**config.mk**
```make
export PLATFORM = sky130hd
export DESIGN_NAME = line_rasterizer_core
export DESIGN_NICKNAME = d
export VERILOG_FILES = /design/src/sv/lr_pkg.sv /design/src/sv/lr_dec_unit.sv /design/src/sv/line_rasterizer_core.sv
export SDC_FILE = /design/constraint.sdc
export NUM_CORES = 1
export LEC_CHECK = 0
export BUFFER_PORTS_ARGS = -buffer_cell sky130_fd_sc_hd__buf_2
export CAP_MARGIN = 10
export CORE_MARGIN = 3
export CORE_UTILIZATION = 45
export CTS_CLUSTER_SIZE = 14
export DETAILED_ROUTE_END_ITERATION = 10
export PLACE_DENSITY = 0.75
export SYNTH_ARGS = -nofsm -noshare
export SYNTH_HDL_FRONTEND = slang
export SYNTH_SLANG_ARGS = --single-unit
```
**constraint.sdc**
```tcl
create_clock -name clk_i -period 8.4 [get_ports clk_i]
set_input_delay 0.84 -clock clk_i [delete_from_list [all_inputs] [get_ports clk_i]]
set_output_delay 0.84 -clock clk_i [all_outputs]
set_load 0.02 [all_outputs]
```
**src/sv/lr_pkg.sv**
```systemverilog
package lr_pkg;

  // default tile side in address bits
  localparam int unsigned CoordBitsDef = 6;

  // color passed through to every pixel
  localparam int unsigned ColorBits = 24;

  // line case codes
  typedef enum logic [1:0] {
    OCT_SHALLOW_UP   = 2'd0,
    OCT_SHALLOW_DOWN = 2'd1,
    OCT_STEEP_UP     = 2'd2,
    OCT_STEEP_DOWN   = 2'd3
  } octant_e;

  // decision update request from the sequencer
  typedef struct packed {
    octant_e octant;
  } dec_ctrl_t;

endpackage

```
**src/sv/lr_dec_unit.sv**
```systemverilog
module lr_dec_unit
  import lr_pkg::*;
#(
  parameter int unsigned DecBits = 10
) (
  input  dec_ctrl_t                  ctrl_i,
  input  logic signed [DecBits-1:0]  dec_i,
  input  logic signed [DecBits-1:0]  inc_keep_i,
  input  logic signed [DecBits-1:0]  inc_step_i,
  output logic                       minor_step_o,
  output logic signed [DecBits-1:0]  dec_o
);

  logic dec_pos;
  logic dec_neg;

  assign dec_pos = (dec_i > 0);
  assign dec_neg = dec_i[DecBits-1];

  // minor axis step test depends on the line case
  always_comb begin
    case (ctrl_i.octant)
      OCT_SHALLOW_UP:   minor_step_o = dec_pos;
      OCT_SHALLOW_DOWN: minor_step_o = dec_neg;
      OCT_STEEP_UP:     minor_step_o = dec_neg;
      OCT_STEEP_DOWN:   minor_step_o = dec_pos;
      default:          minor_step_o = 1'b0;
    endcase
  end

  // one shared adder for the decision update
  assign dec_o = dec_i + (minor_step_o ? inc_step_i : inc_keep_i);

endmodule

```
**src/sv/line_rasterizer_core.sv**
```systemverilog
// Line rasterizer: midpoint line generator for a square tile.
// Input stream (s_axis): one request per segment, two endpoints and a color.
// Output stream (m_axis): one request per pixel in drawing order, x never falling;
// tlast marks the far endpoint, which always comes last.
// Timing: a segment is accepted only while the core is idle. The IDLE
// state latches and orders the endpoints, the SETUP state sets up the line
// case and the decision term, then the RUN state loads one pixel per cycle
// into the output register while that register is free, through a single
// shared decision adder. A segment whose major axis spans N steps gives
// N+1 pixels; tready stays low from SETUP until the last pixel is loaded,
// so no new segment is taken while one is being drawn.
// The output sits in a register; while the receiver holds tready low the
// sequencer waits and no pixel is lost. After the last pixel is loaded,
// the next segment may be taken even if that pixel is still waiting.
// Reset (rst_ni low, asynchronous) empties the output register and returns
// the sequencer to idle.
module line_rasterizer_core
  import lr_pkg::*;
#(
  parameter int unsigned COORD_BITS = CoordBitsDef,
  localparam int unsigned InBits  = ((4 * COORD_BITS + ColorBits + 7) / 8) * 8,
  localparam int unsigned OutBits = ((2 * COORD_BITS + ColorBits + 7) / 8) * 8
) (
  input  logic               clk_i,
  input  logic               rst_ni,
  input  logic               s_axis_tvalid,
  output logic               s_axis_tready,
  // start_x, start_y, end_x, end_y, line_color, zero pad
  input  logic [InBits-1:0]  s_axis_tdata,
  output logic               m_axis_tvalid,
  input  logic               m_axis_tready,
  // pixel_x, pixel_y, pixel_color, zero pad
  output logic [OutBits-1:0] m_axis_tdata,
  output logic               m_axis_tlast
);

  localparam int unsigned C  = COORD_BITS;
  localparam int unsigned DW = COORD_BITS + 4;

  typedef enum logic [1:0] {
    ST_IDLE,
    ST_SETUP,
    ST_RUN
  } state_e;

  state_e                state_q, state_d;
  logic [C-1:0]          cur_x_q, cur_x_d;
  logic [C-1:0]          cur_y_q, cur_y_d;
  logic [C-1:0]          tgt_x_q, tgt_x_d;
  logic [C-1:0]          tgt_y_q, tgt_y_d;
  logic [ColorBits-1:0]  color_q, color_d;
  octant_e               oct_q, oct_d;
  logic signed [DW-1:0]  dec_q, dec_d;
  logic signed [DW-1:0]  inc_keep_q, inc_keep_d;
  logic signed [DW-1:0]  inc_step_q, inc_step_d;
  logic                  out_valid_q, out_valid_d;
  logic [C-1:0]          out_x_q, out_x_d;
  logic [C-1:0]          out_y_q, out_y_d;
  logic [ColorBits-1:0]  out_color_q, out_color_d;
  logic                  out_last_q, out_last_d;

  // input fields
  logic [C-1:0]          in_sx, in_sy, in_ex, in_ey;
  logic [ColorBits-1:0]  in_color;
  logic                  in_swap;

  // setup arithmetic
  logic [C-1:0]          dx;
  logic signed [C:0]     dy;
  logic [C:0]            ady;
  logic signed [DW-1:0]  dx1, dy1, dx2, dy2;

  // shared decision unit
  dec_ctrl_t             dec_ctrl;
  logic                  minor_step;
  logic signed [DW-1:0]  dec_next;
  logic                  major_done;
  logic                  slot_free;

  assign in_sx    = s_axis_tdata[C-1:0];
  assign in_sy    = s_axis_tdata[2*C-1:C];
  assign in_ex    = s_axis_tdata[3*C-1:2*C];
  assign in_ey    = s_axis_tdata[4*C-1:3*C];
  assign in_color = s_axis_tdata[4*C+ColorBits-1:4*C];
  assign in_swap  = (in_sx > in_ex);

  // deltas from the ordered endpoints
  assign dx  = tgt_x_q - cur_x_q;
  assign dy  = $signed({1'b0, tgt_y_q}) - $signed({1'b0, cur_y_q});
  assign ady = dy[C] ? (C+1)'(-dy) : dy;
  assign dx1 = $signed({{(DW-C){1'b0}}, dx});
  assign dy1 = $signed({{(DW-C-1){dy[C]}}, dy});
  assign dx2 = dx1 <<< 1;
  assign dy2 = dy1 <<< 1;

  assign dec_ctrl.octant = oct_q;

  lr_dec_unit #(
    .DecBits(DW)
  ) u_dec (
    .ctrl_i      (dec_ctrl),
    .dec_i       (dec_q),
    .inc_keep_i  (inc_keep_q),
    .inc_step_i  (inc_step_q),
    .minor_step_o(minor_step),
    .dec_o       (dec_next)
  );

  assign slot_free  = !out_valid_q || m_axis_tready;
  assign major_done = (oct_q == OCT_SHALLOW_UP || oct_q == OCT_SHALLOW_DOWN) ?
                      (cur_x_q == tgt_x_q) : (cur_y_q == tgt_y_q);

  // sequencer next state
  always_comb begin
    state_d     = state_q;
    cur_x_d     = cur_x_q;
    cur_y_d     = cur_y_q;
    tgt_x_d     = tgt_x_q;
    tgt_y_d     = tgt_y_q;
    color_d     = color_q;
    oct_d       = oct_q;
    dec_d       = dec_q;
    inc_keep_d  = inc_keep_q;
    inc_step_d  = inc_step_q;
    out_valid_d = out_valid_q && !m_axis_tready;
    out_x_d     = out_x_q;
    out_y_d     = out_y_q;
    out_color_d = out_color_q;
    out_last_d  = out_last_q;

    case (state_q)
      ST_IDLE: begin
        if (s_axis_tvalid) begin
          cur_x_d = in_swap ? in_ex : in_sx;
          cur_y_d = in_swap ? in_ey : in_sy;
          tgt_x_d = in_swap ? in_sx : in_ex;
          tgt_y_d = in_swap ? in_sy : in_ey;
          color_d = in_color;
          state_d = ST_SETUP;
        end
      end
      ST_SETUP: begin
        if ({1'b0, dx} >= ady) begin
          if (dy > 0) begin
            oct_d      = OCT_SHALLOW_UP;
            dec_d      = dy2 - dx1;
            inc_keep_d = dy2;
            inc_step_d = dy2 - dx2;
          end else begin
            oct_d      = OCT_SHALLOW_DOWN;
            dec_d      = dy2 + dx1;
            inc_keep_d = dy2;
            inc_step_d = dy2 + dx2;
          end
        end else begin
          if (dy > 0) begin
            oct_d      = OCT_STEEP_UP;
            dec_d      = dy1 - dx2;
            inc_keep_d = -dx2;
            inc_step_d = dy2 - dx2;
          end else begin
            oct_d      = OCT_STEEP_DOWN;
            dec_d      = dy1 + dx2;
            inc_keep_d = dx2;
            inc_step_d = dy2 + dx2;
          end
        end
        state_d = ST_RUN;
      end
      ST_RUN: begin
        if (slot_free) begin
          out_valid_d = 1'b1;
          out_color_d = color_q;
          if (major_done) begin
            out_x_d    = tgt_x_q;
            out_y_d    = tgt_y_q;
            out_last_d = 1'b1;
            state_d    = ST_IDLE;
          end else begin
            out_x_d    = cur_x_q;
            out_y_d    = cur_y_q;
            out_last_d = 1'b0;
            dec_d      = dec_next;
            case (oct_q)
              OCT_SHALLOW_UP: begin
                cur_x_d = cur_x_q + 1'b1;
                if (minor_step) cur_y_d = cur_y_q + 1'b1;
              end
              OCT_SHALLOW_DOWN: begin
                cur_x_d = cur_x_q + 1'b1;
                if (minor_step) cur_y_d = cur_y_q - 1'b1;
              end
              OCT_STEEP_UP: begin
                cur_y_d = cur_y_q + 1'b1;
                if (minor_step) cur_x_d = cur_x_q + 1'b1;
              end
              OCT_STEEP_DOWN: begin
                cur_y_d = cur_y_q - 1'b1;
                if (minor_step) cur_x_d = cur_x_q + 1'b1;
              end
              default: begin
                cur_x_d = cur_x_q;
              end
            endcase
          end
        end
      end
      default: begin
        state_d = ST_IDLE;
      end
    endcase
  end

  // state and registered outputs
  always_ff @(posedge clk_i or negedge rst_ni) begin
    if (!rst_ni) begin
      state_q     <= ST_IDLE;
      cur_x_q     <= '0;
      cur_y_q     <= '0;
      tgt_x_q     <= '0;
      tgt_y_q     <= '0;
      color_q     <= '0;
      oct_q       <= OCT_SHALLOW_UP;
      dec_q       <= '0;
      inc_keep_q  <= '0;
      inc_step_q  <= '0;
      out_valid_q <= 1'b0;
      out_x_q     <= '0;
      out_y_q     <= '0;
      out_color_q <= '0;
      out_last_q  <= 1'b0;
    end else begin
      state_q     <= state_d;
      cur_x_q     <= cur_x_d;
      cur_y_q     <= cur_y_d;
      tgt_x_q     <= tgt_x_d;
      tgt_y_q     <= tgt_y_d;
      color_q     <= color_d;
      oct_q       <= oct_d;
      dec_q       <= dec_d;
      inc_keep_q  <= inc_keep_d;
      inc_step_q  <= inc_step_d;
      out_valid_q <= out_valid_d;
      out_x_q     <= out_x_d;
      out_y_q     <= out_y_d;
      out_color_q <= out_color_d;
      out_last_q  <= out_last_d;
    end
  end

  assign s_axis_tready = (state_q == ST_IDLE);
  assign m_axis_tvalid = out_valid_q;
  assign m_axis_tdata  = OutBits'({out_color_q, out_y_q, out_x_q});
  assign m_axis_tlast  = out_last_q;

endmodule
```
==> impl_metrics.ini, run 1 <==
[run_status]
status = finished clean

[die]
die_w_um = 138
core_area_um2 = 16900
die_y_um = 138
die_area_um2 = 19200
num_rows = 47
pin_count = 95
start_util = 0.467

[global_route]
grt_pass1_vias = 6483
grt_pass1_wl_um = 32300
grt_usage = 0.204
overflow = 0
antenna_found_initial = 0
grt_max_degree = 72

[clock_tree]
cts_buffers = 17
insertion_delay_ns = 0.42
ctsResizeCount = 0
clockRootBuffer = clkbuf_16
cts_sinks = 117
cts_setup_buffers = 0
clockBufferDepth = 2
cts_tree = built
cts_hold_buf = 0
cts_max_level = 4
path_clk_slew_ns = 0.06

[logic_synthesis]
synthDistinctLibCells = 69
seq_area_frac_synth = 0.371
synth_edf_count = 0
synthSimpleGateAreaFrac = 0.153
synthXorXnorAreaFrac = 0.0501
syn_area_um2 = 7890
synthArstFlopShare = 1.00
avgSynthCellArea_um2 = 9.12
synth_compound_area_frac = 0.168
synth_top_area_cell = dfrtp_1
netlist.area_leader.share = 0.371
yosys.area_share.adder = 0.123
synth.mux.area_fraction = 0.0923
synthTopCellsByArea = dfrtp_1 (37%), ha_1 (10%), nand2_1 (7.3%)
synth_top_family_by_area = compound AO/OA/AOI/OAI gates
yosysWarnings = 0
synthFlopType = dfrtp_1
syn_inst = 865
ys_ff_latch = 117

[timing]
fin_crit_ns = 4.97
hold_slack_ns = 0.425
setup_viol = 0
slew_headroom = 0.279
timing.final.crit_share = 0.592
hold_violations = 0
max_freq_mhz = 201
finClkSkew_ns = 0.00807
worst_pin_slew_ns = 1.08
maxSlewViolCount = 0
rsz0062_at_grt = no
tns_ns = 0

[placed_design]
portBuffers = 90
place.gp.congestion = 0.883
dp_hpwl_um = 13700

[setup_path]
critPathCapture = dec_q[9]
timing.rr.start = cur_y_q[0]
critPathLaunchType = flip-flop
path_max_fanout = 13
worst-setup-path-type = reg -> reg
crit_start = cur_y_q[0]
rrSetupSlack_ns = 3.43
rr_endpoint = dec_q[9]
endpoint_kind = flip-flop
arrival_ns = 5.33
r2r_cells = 17
crit_required_ns = 8.76

[final_layout]
area_growth_pct = 15.7
antenna_cells = 0
layout_commonest_cell = nand2_1
final_cell_mix = nand2_1 (152), dfrtp_1 (117), buf_2 (89)
layout.nets = 1073
drive_above_1_share = 0.191

[routing]
vias_per_cell = 5.55
wl_per_cell_um = 16.3
dr.pass1.iters = 5
vias = 6555
drc = 0
drt_iter0_drc = 476
wl_um = 19300
ant_nets = 0

[run]
drv_cap = 0

[hold_path]
hold_class = in -> async
-- logic make-up (layout without fill, tap and decap cells) --
| group | Yosys count | count (layout) |
|---|---|---|
| other | 1 | 4 |
| and+or+nand+nor | 277 | 277 |
| buffers and inverters | 81 | 174 |
| adders and majority gates | 73 | 73 |
| DFF | 117 | 117 |
| muxes | 68 | 68 |
| xor gates and xnor gates | 40 | 40 |
| AOI/OAI and AO/OA | 208 | 208 |
-- layout make-up --
cell class	count	area [um2]
clock inverter	12	129
inverter	44	168
fill	1507	7750
sequential	117	2930
clock buffer	20	457
timing repair buffer	98	513
multi-input combinational	670	4660
tap	220	275
-- flip-flops by register name (all words and copies together), names as in the netlist, 6 cells and up --
register / count
inc_keep_q: 9
dec_q: 10
color_q: 24
cur_y_q: 6
out_color_q: 24
tgt_y_q: 6
out_x_q: 6
inc_step_q: 8
cur_x_q: 6
out_y_q: 6
tgt_x_q: 6
-- metal layers --
layer | part of all wire | global-route usage | vias to the layer above
li1 | - | - | 3185
met1 | 0.46 | 0.283 | 3135
met2 | 0.45 | 0.319 | 214
met3 | 0.073 | 0.0525 | 21
met4 | 0.013 | 0.0593 | 0
met5 | 0 | 0 | -
-- metrics by stage --
step,setup WS (ns),cells,utilization,cell area [um2]
detailed placement,3.60,1149,0.506,8540
global placement,3.73,1149,0.506,8540
finish,3.43,1181,0.541,9130
floorplan,4.14,868,-,7900
global route,3.12,1181,0.541,9130
CTS,3.48,1181,0.541,9130
-- worst min path at each step --
stage                       to     startpoint
2_1_floorplan    inc_keep_q[6]  inc_keep_q[6]
3_5_place_dp       color_q[15]    color_q[15]
6_report       out_color_q[14]         rst_ni
5_1_grt            color_q[15]         rst_ni
3_3_place_gp        color_q[4]     color_q[4]
4_1_cts            color_q[14]         rst_ni
-- synth_stat cells, types with 3 or more instances --
cell      count
nand2_1     153
dfrtp_1     117
ha_1         65
a21oi_1      59
nor2_1       55
o21ai_0      52
inv_1        42
mux2_2       37
clkbuf_1     30
mux2i_1      30
xnor2_1      21
a21o_1       19
nor3_1       15
xor2_1       13
nand2b_1     11
nand3_1      11
o21ai_1      10
nor2b_1       9
fa_1          8
o22ai_1       8
a31oi_1       7
o211ai_1      6
o21bai_1      6
o21a_1        5
xnor2_2       5
and3_1        4
buf_4         4
nor4_1        4
o31ai_1       4
a221o_1       3
and2_1        3
nand4_1       3
o221ai_1      3
o311a_1       3
-- worst max-delay path, cell delays in order, from the launching register on --
cell      delay, ns
dfrtp_1        0.42
ha_1           0.22
inv_1          0.07
fa_1           0.58
inv_1          0.15
ha_1           0.19
nand2_1        0.16
o41ai_4        0.83
mux2_1         0.50
ha_1           0.31
a21o_1         0.17
nand4_1        0.09
nand2_1        0.10
o31ai_1        0.43
nand2b_1       0.17
o211ai_1       0.08
o21ai_1        0.22
o311a_1        0.19
Power of run 1 is not shown: default switching activity piles up to over one toggle a cycle in this logic, so the estimate is an artifact.
==> inputs of run 2 (changes only) <==
==> constraint.sdc (replaced) <==
create_clock -name clk_i -period 4.9 [get_ports clk_i]
set_input_delay 0.49 -clock clk_i [delete_from_list [all_inputs] [get_ports clk_i]]
set_output_delay 0.49 -clock clk_i [all_outputs]
set_load 0.02 [all_outputs]
==> impl_metrics.ini, run 2 (synthesis results as in run 1) <==
[setup_path]
worst-setup-path-type = reg -> reg
arrival_ns = 4.87
slowest_delay_ns = 0.55
timing.rr.start = cur_y_q[0]
cp_cell_sequence = ha_1, inv_1, fa_1, inv_1, ha_1, nand2_1, o41ai_4, buf_4, nor2_1, xnor2_2, ha_1, a21o_1, a21oi_1, nand2_1, o31ai_1, nand2b_1, o211ai_1, o21ai_1, o311a_1
critPathLaunchType = flip-flop
path_max_fanout = 6
critPathSlowestCell = o41ai_4
critPathMostFrequentCell = ha_1
crit_start = cur_y_q[0]
endpoint_kind = flip-flop
crit_required_ns = 5.25

[final_layout]
nFillCells = 1527
final_cell_mix = nand2_1 (152), dfrtp_1 (117), buf_2 (89)
layout.nets = 1086
drive_above_1_share = 0.203
area_growth_pct = 16.7
antenna_cells = 0
final_area_um2 = 9210
reg_top3 = color_q: 24 flops, out_color_q: 24 flops, dec_q: 10 flops
layout_commonest_cell = nand2_1
multi_input_area_um2 = 4660
regArea_um2 = 2930

[run]
drv_cap = 0

[timing]
setup_viol = 0
finClkSkew_ns = 0.00854
slew_headroom = 0.310
fin_crit_ns = 4.52
tns_ns = 0
timing.final.crit_share = 0.923
timing.final.ws_setup_ns = 0.376
rsz0062_at_grt = no
hold_violations = 0
worst_pin_slew_ns = 1.04
max_freq_mhz = 221
maxSlewViolCount = 0

[run_status]
status = finished clean

[clock_tree]
ctsResizeCount = 0
insertion_delay_ns = 0.41
cts_max_level = 4
cts_tree = built
path_clk_slew_ns = 0.06
cts_hold_buf = 0
clockRootBuffer = clkbuf_16
clockBufferDepth = 2
cts_setup_buffers = 0
cts_buffers = 17
cts_sinks = 117

[placed_design]
place.gp.congestion = 0.947
pre_cts_ws_ns = 0.522
portBuffers = 90
placed_area_um2 = 8640
dp_hpwl_um = 14100

[die]
die_area_um2 = 19200
core_area_um2 = 16900
die_w_um = 138
num_rows = 47
die_y_um = 138
start_util = 0.467
pin_count = 95

[global_route]
overflow = 0
grt_usage = 0.209
grt_pass1_wl_um = 33000
grt_pass1_vias = 6612
antenna_found_initial = 0
grt_max_degree = 53

[routing]
wl_um = 19200
drt_iter0_drc = 433
dr.pass1.iters = 5
drc = 0
vias_per_cell = 5.43
vias = 6478
ant_nets = 0
wl_per_cell_um = 16.1

[hold_path]
hold_class = in -> async
-- run 2: worst paths after layout --
kind | end | slack [ns] | cells past startpoint
min in group clk_i | color_q[23] | 0.26 | 3
worst min-delay path | color_q[13] | 0.01 | 1
worst min register to register | inc_keep_q[6] | 0.46 | 2
max in group asynchronous | inc_keep_q[1] | 3.86 | 2
worst max register to register | dec_q[9] | 0.38 | 19
worst max-delay path | dec_q[9] | 0.38 | 19
-- run 2: stage by stage --
| step | cells | hold slack [ns] | utilization |
|---|---|---|---|
| after detailed placement | 1162 | 0.454 | 0.512 |
| after global placement | 1162 | 0.451 | 0.512 |
| after global routing | 1194 | 0.0281 | 0.545 |
| final | 1194 | 0.0141 | 0.545 |
| after floorplan | 868 | 0.194 | - |
| after CTS | 1194 | 0.0152 | 0.545 |
-- run 2: worst max-delay path, delay by kind of cell, from the launching register on --
kind	cells	cell delay, ns
DFF	1	0.43
adders and majority gates	4	1.16
and+or+nand+nor	4	0.51
xor gates and xnor gates	1	0.19
AOI/OAI and AO/OA	7	1.75
buffers and inverters	3	0.41
-- run 2: cell type report --
type | instances | share of cell area
clock buffer | 18 | 0.0477
clock inverter | 14 | 0.0140
multi-input combinational | 670 | 0.506
tap | 220 | 0.0299
sequential | 117 | 0.318
inverter | 44 | 0.0182
timing repair buffer | 111 | 0.0663
-- run 2: per-layer routing --
layer | track usage | share of wire | vias to the layer above | wire length, um
met5 | 0 | 0 | - | 0
met4 | 0.0525 | 0.011 | 0 | 216
met3 | 0.0635 | 0.071 | 16 | 1370
met2 | 0.323 | 0.45 | 178 | 8670
met1 | 0.287 | 0.47 | 3071 | 8970
li1 | - | - | 3213 | -
Power of run 2 is left out for the same reason.
==> inputs of run 3 (changes only) <==
--- a/config.mk
+++ b/config.mk
@@ -12,6 +12,7 @@
 export CTS_CLUSTER_SIZE = 14
 export DETAILED_ROUTE_END_ITERATION = 10
 export PLACE_DENSITY = 0.75
+export REMOVE_ABC_BUFFERS = 1
 export SYNTH_ARGS = -nofsm -noshare
 export SYNTH_HDL_FRONTEND = slang
 export SYNTH_SLANG_ARGS = --single-unit
==> impl_metrics.ini, run 3 (synthesis results as in run 1) <==
[setup_path]
endpoint_kind = flip-flop
arrival_ns = 4.72
rr_endpoint = dec_q[9]
timing.rr.start = cur_y_q[0]
path_max_fanout = 7
worst-setup-path-type = reg -> reg
rrSetupSlack_ns = 0.54
crit_required_ns = 5.25
critPathLaunchType = flip-flop
r2r_cells = 17

[routing]
wl_um = 19600
vias_per_cell = 5.52
drc = 0
vias = 6562
ant_nets = 0
wl_met1_um = 8840
routed-wl-met3_um = 1100
wl_met2_um = 9350
drt_iter0_drc = 420
dr.pass1.iters = 5
top_layer = met5
wl_per_cell_um = 16.5

[die]
die_w_um = 138
die_y_um = 138
num_rows = 47
die_area_um2 = 19200
start_util = 0.467
core_area_um2 = 16900
pin_count = 95

[timing]
fin_crit_ns = 4.36
slew_headroom = 0.309
rsz0062_at_grt = no
setup_viol = 0
tns_ns = 0
timing.final.crit_share = 0.890
timing.final.ws_setup_ns = 0.539
maxSlewViolCount = 0
worst_pin_slew_ns = 1.04
finClkSkew_ns = 0.00864
hold_violations = 0
max_freq_mhz = 229

[clock_tree]
cts_setup_buffers = 0
ctsResizeCount = 0
cts_max_level = 4
cts_sinks = 117
clockBufferDepth = 2
insertion_delay_ns = 0.42
cts_tree = built
cts_buffers = 17
cts_hold_buf = 0
clockRootBuffer = clkbuf_16
path_clk_slew_ns = 0.06

[final_layout]
reg_top3 = color_q: 24 flops, out_color_q: 24 flops, dec_q: 10 flops
final_cell_mix = nand2_1 (151), dfrtp_1 (117), buf_2 (89)
layout_commonest_cell = nand2_1
area_growth_pct = 16.6
layout.nets = 1081
regArea_um2 = 2930
drive_above_1_share = 0.199
nFillCells = 1487
multi_input_area_um2 = 4660

[global_route]
antenna_found_initial = 2
grt_pass1_vias = 6670
grt_pass1_wl_um = 33100
grt_max_degree = 74
grt_usage = 0.209
overflow = 0

[placed_design]
portBuffers = 90
place.gp.congestion = 0.941
dp_hpwl_um = 14000
pre_cts_ws_ns = 0.598

[hold_path]
hold_class = in -> async

[run_status]
status = finished clean

[run]
drv_cap = 0
-- run 3: per-layer routing --
layer / GRT usage / vias up
met5: 0 / -
met2: 0.343 / 173
met3: 0.0504 / 19
met4: 0.0614 / 2
li1: - / 3204
met1: 0.278 / 3164
-- run 3: through the flow --
stage | hold WS, ns | instance area [um2] | util | std cells
2_1_floorplan | 0.194 | 7740 | - | 831
3_3_place_gp | 0.448 | 8600 | 0.510 | 1157
3_5_place_dp | 0.450 | 8600 | 0.510 | 1157
4_1_cts | 0.241 | 9200 | 0.545 | 1187
5_1_grt | 0.249 | 9200 | 0.545 | 1188
6_report | 0.197 | 9200 | 0.545 | 1188
-- run 3: worst max-delay path by stage --
stage | from | cells after the start | to | slack (ns)
global placement | cur_y_q[0] | 17 | dec_q[8] | 0.72
global route | cur_y_q[0] | 17 | dec_q[9] | 0.24
floorplan | cur_y_q[0] | 17 | dec_q[9] | 0.54
detailed placement | cur_y_q[0] | 17 | dec_q[9] | 0.60
CTS | cur_y_q[0] | 17 | dec_q[9] | 0.56
finish | cur_y_q[0] | 17 | dec_q[9] | 0.54
-- run 3: worst max-delay path: stages (launching register included) --
cell,delay [ns]
dfrtp_1,0.43
ha_1,0.23
inv_1,0.07
fa_1,0.43
inv_1,0.10
ha_1,0.17
nand2_1,0.17
o41ai_4,0.53
mux2_1,0.49
ha_1,0.32
a21o_1,0.17
nand4_1,0.08
nand2_1,0.09
o31ai_1,0.37
nand2b_1,0.16
o211ai_1,0.08
o21ai_1,0.21
o311a_1,0.19
-- run 3: layout make-up --
type                       count  area share
inverter                      44      0.0182
sequential                   117       0.318
tap                          220      0.0299
multi-input combinational    670       0.506
timing repair buffer         106      0.0623
clock inverter                 8      0.0107
antenna                        1    0.000272
clock buffer                  22      0.0537
Power of run 3 is left out for the same reason.
